`config.mk`:
```
export PLATFORM = sky130hd
export DESIGN_NAME = dlrs_ram
export DESIGN_NICKNAME = d
export VERILOG_FILES = /design/src/rtl/dlrs_ram.sv
export SDC_FILE = /design/constraint.sdc
export NUM_CORES = 2
export LEC_CHECK = 0
export ABC_AREA = 1
export BUFFER_PORTS_ARGS = -buffer_cell sky130_fd_sc_hd__buf_2
export CAP_MARGIN = 5
export CELL_PAD_IN_SITES_DETAIL_PLACEMENT = 1
export CELL_PAD_IN_SITES_GLOBAL_PLACEMENT = 2
export CORE_ASPECT_RATIO = 0.6
export CORE_MARGIN = 2
export CORE_UTILIZATION = 45
export CTS_BUF_LIST = sky130_fd_sc_hd__clkbuf_8
export DETAILED_ROUTE_END_ITERATION = 7
export GPL_TIMING_DRIVEN = 0
export PLACE_DENSITY = 0.84
export SYNTH_ARGS = -nofsm -noshare
export SYNTH_HDL_FRONTEND = slang
export SYNTH_SLANG_ARGS = --single-unit
export TNS_END_PERCENT = 100
```
`constraint.sdc`:
```
create_clock -name aclk -period 5.15 [get_ports aclk]
set_input_delay 0.515 -clock aclk [delete_from_list [all_inputs] [get_ports aclk]]
set_output_delay 0.515 -clock aclk [all_outputs]
set_load 0.02 [all_outputs]
```
`src/rtl/dlrs_ram.sv`:
```
`default_nettype none
module dlrs_ram #(
    parameter int unsigned WIDTH = 31,
    parameter int unsigned DEPTH = 64
) (
    input  wire logic                           aclk,
    input  wire logic                           we,
    input  wire logic [$clog2(DEPTH > 1 ? DEPTH : 2)-1:0] waddr,
    input  wire logic [WIDTH-1:0]               wdata,
    input  wire logic [$clog2(DEPTH > 1 ? DEPTH : 2)-1:0] raddr,
    output logic      [WIDTH-1:0]               rdata
);
    logic [WIDTH-1:0] mem [DEPTH];

    always_ff @(posedge aclk) begin
        if (we) begin
            mem[waddr] <= wdata;
        end
        rdata <= mem[raddr];
    end
endmodule
`default_nettype wire

```
=== Word level (Yosys, flattened, before mapping) ===
Memory sizes are Yosys's and may differ from the RTL's. A register that Yosys moved wholly into a read port is not among the register bits.
Index checks and enable logic that the tools add are counted.

* Multiplexer cells: 2

{| class="wikitable"
|+ Operators by type and width
! kind !! count
|-
| 2-to-1 mux 1 bit || 2
|}

* Output and inout port bits: 31
* Memories kept: 1
* Bits of input ports: 45
* Logic and storage cells: 3
* Memory bits (writable): 1984
* Bits in registers: 0

{| class="wikitable"
|+ Memories
! name !! depth !! bits a word !! read ports !! clocked after memory_dff !! write ports !! RTL line !! text
|-
| mem || 64 || 31 || 1 || 1 || 1 || 13 || <nowiki>logic [WIDTH-1:0] mem [DEPTH];</nowiki>
|}

=== Logic depth before layout (Yosys ltp) ===
* Depth in word-level cells: 2
* Depth in mapped cells: 12
* Gate-level depth less buffers: 9

=== Worst setup path after synthesis ===
Ideal clock, no wire load.

* Kind: input -> register
* Start: input we
* End: memory mem[48][0], enable pin
* Stages on the path: 3
* Path buffers: 1
* Data required time: 4.652 ns
* Data arrival time: 4.049 ns
* Library setup time: 0.498 ns
* Slack: 0.604 ns
* Cells stage by stage: clkbuf_1 -> nand4_1 -> nor4_1

* Cells in the longest elaborated chain, start to end: 2

{| class="wikitable"
|+ Ends and longest elaborated chain
! what !! RTL line !! text
|-
| start: declaration || 7 || <nowiki>input wire logic we,</nowiki>
|-
| 2-to-1 mux 1 bit || 16 || <nowiki>if (we) begin</nowiki>
|-
| 2-to-1 mux 1 bit (not written as such) || 17 || <nowiki>mem[waddr] <= wdata;</nowiki>
|-
| end: declaration || 13 ||
|}

Every way passes these cells.

==> flow_summary.json <==
{
  "outcome": "completed",
  "grt_pass1_vias": 57600,
  "ir_drop_v": 0.000269,
  "period_minus_slack_ns": 3.03,
  "grt_first_pass_wirelength_microns": 452000,
  "syn_to_final_growth_pct": 14.3,
  "synth_area_leaders": "edfxtp_1, nand2_1, nand3_1",
  "wl_microns": 331000,
  "holdWs_ns": 0.0636,
  "htree_levels": 5,
  "yosysWarnings": 0,
  "dp_hpwl_microns": 234000,
  "syn_area_per_cell_sq_um": 12.0,
  "die-height_microns": 332,
  "die_x_microns": 550,
  "synth_top_area_cell": "edfxtp_1",
  "portBuffers": 68,
  "dr.pass1.iters": 6,
  "routed.top_layer": "met4",
  "cts_hold_buf": 9,
  "hp-class": "in2reg",
  "fin_ws_ns": 2.12,
  "fin_skew_ns": 0.0466,
  "overflow": 0,
  "synth_top_area_share_pct": 74.0,
  "max_stage_delay_ns": 1.00,
  "post_layout_nonfiller_instances": 9858,
  "crit_slowest_cell": "buf_1",
  "grt_antenna_before_repair": 38,
  "ys_seq_area_share_pct": 74.8,
  "coreArea_sq_um": 178000,
  "ctsResizeCount": 0,
  "cts.sinks": 2015,
  "reg2reg_slack_ns": 3.11,
  "wl_per_cell_microns": 33.6,
  "crit_buf_inv": 4,
  "worst_ep_arrival_time_ns": 3.83,
  "met3_length_microns": 52400,
  "cts_buffers": 304,
  "ff2ff_path_depth": 8,
  "critPathMaxFanout": 10,
  "leakagePower_nw": 33.5,
  "fmax_mhz": 330,
  "fin_crit_sh_pct": 58.8,
  "endpoint": "rdata[24]",
  "hold_viol_final": 0,
  "fin_nets": 7279,
  "setup_violations": 0,
  "cts_tree": "built",
  "clockBufferDepth": 4,
  "crit_top_cell": "nand3_1",
  "syn_inst": 6726,
  "dieArea_sq_um": 182000,
  "crit_type": "in2reg",
  "start_util_pct": 45.2,
  "clk_pin_slew_ns": 0.07,
  "endpoint_kind": "register",
  "yosysUniqueCellTypes": 14,
  "rows": 120,
  "max_slew_margin_pct": 9.85,
  "setup-tns-final_ns": 0,
  "final_max_slew_viol_count": 0,
  "r2r-start": "mem[20][30]",
  "grtUsageTotal_pct": 35.9,
  "fin_area_sq_um": 92000,
  "grt_max_degree": 65,
  "pre_cts_slack_ns": 1.40,
  "detailed_place.area_sq_um": 86500,
  "cp.depth": 11,
  "postCtsSetupBuffers": 0,
  "vias_per_cell": 6.06,
  "num_vias": 59700,
  "cp_cell_sequence": "buf_2 > inv_2 > buf_2 > buf_1 > nand3_1 > nand3_1 > nand2_1 > nand2_1 > nand3_1 > nand3_1 > nand2_1",
  "place_inst": 9298,
  "ant_nets": 0,
  "insertion_delay_ns": 0.95,
  "drv_cap": 0,
  "yosys_register_bits": 2015,
  "rsz0062_at_grt": "false",
  "start_kind": "input pin",
  "syn_nets": 6771,
  "startpoint": "raddr[1]",
  "initialDrtViolationCount": 10300,
  "wl_met1_microns": 143000,
  "regToRegEndpoint": "rdata[30]",
  "gp_congestion": 1.02,
  "tightest_slew_ns": 1.35,
  "cpLargestDelayFamily": "buffers and inverters",
  "cp.required_ns": 5.95,
  "drc": 0,
  "synthesis.area_sq_um": 80500,
  "root_buffer": "clkbuf_8",
  "io_pins": 76,
  "cellPowerDensity_nw_per_um2": 365,
  "drive_gt1_share_pct": 12.5,
  "wl_met2_microns": 126000
}
==> synth_stat cells <==
cell      number
nand2_1     2511
buf_1         58
dfxtp_1       31
nor4_1         8
inv_1          7
nor2_1        56
buf_2        282
buf_4         22
inv_2          4
clkbuf_1      72
nand3_1     1681
edfxtp_1    1984
nand4_1        9
clkinv_1       1
==> power by group <==
part	internal (mW)	switching [mW]	leakage, nW
sequential	18.1	0.0356	18.1
clock	5.89	6.54	3.07
combinational	0.592	2.35	12.3
==> metal layers <==
| metal | GRT usage [%] | vias up |
|---|---|---|
| met2 | 45.5 | 3888 |
| met1 | 56.7 | 30600 |
| met3 | 13.2 | 450 |
| met5 | 0 | - |
| met4 | 9.75 | 0 |
| li1 | - | 24800 |
==> worst min path at each step <==
stage | depth (start not counted) | to | start | slack [ns]
3_5_place_dp | 1 | mem[33][21] | wdata[21] | 0.77
5_1_grt | 1 | mem[25][10] | wdata[10] | 0.02
2_1_floorplan | 0 | mem[0][0] | wdata[0] | 0.61
3_3_place_gp | 1 | rdata[28] | rdata[28] | 0.93
4_1_cts | 1 | mem[25][10] | wdata[10] | 0.006
6_report | 1 | mem[33][14] | wdata[14] | 0.06
==> area by class of cell <==
type	count	area, sq um
antenna	20	50.0
buffer	434	2070
clock buffer	315	4340
clock inverter	216	1040
fill	18600	86100
inverter	12	45.0
multi-input combinational	4265	18600
sequential	2015	60200
tap	2379	2980
timing repair buffer	202	2670
==> logic make-up (layout without fill, tap and decap cells) <==
group | Yosys count | in the layout | synth area share, %
AND/OR/NAND/NOR | 4265 | 4265 | 22.6
flip-flops | 2015 | 2015 | 74.8
buffers and inverters | 446 | 1179 | 2.62
other | 0 | 20 | 0
==> per-stage QoR <==
stage	power, mW	utilization, %
6_report	33.6	51.7
5_1_grt	34.3	51.7
4_1_cts	33.4	51.6
3_5_place_dp	21.3	48.6
3_3_place_gp	21.2	47.0
2_1_floorplan	19.7	-
==> state kept, by name, summed over array words and instances (netlist names) <==
name / cells
mem: 1984
rdata: 31
==> placed cells by master, fill, tap and decap left out, drive strengths merged <==
cell type    instances
nand4                9
nor2                56
diode               20
nand2             2511
clkinv             102
nor4                 8
dlygate4sd3          9
inv                111
clkbuf             387
nand3             1681
clkinvlp            11
buf                555
dfxtp               31
bufinv               4
edfxtp            1984
Note: power is estimated with default switching activity, not from simulation.
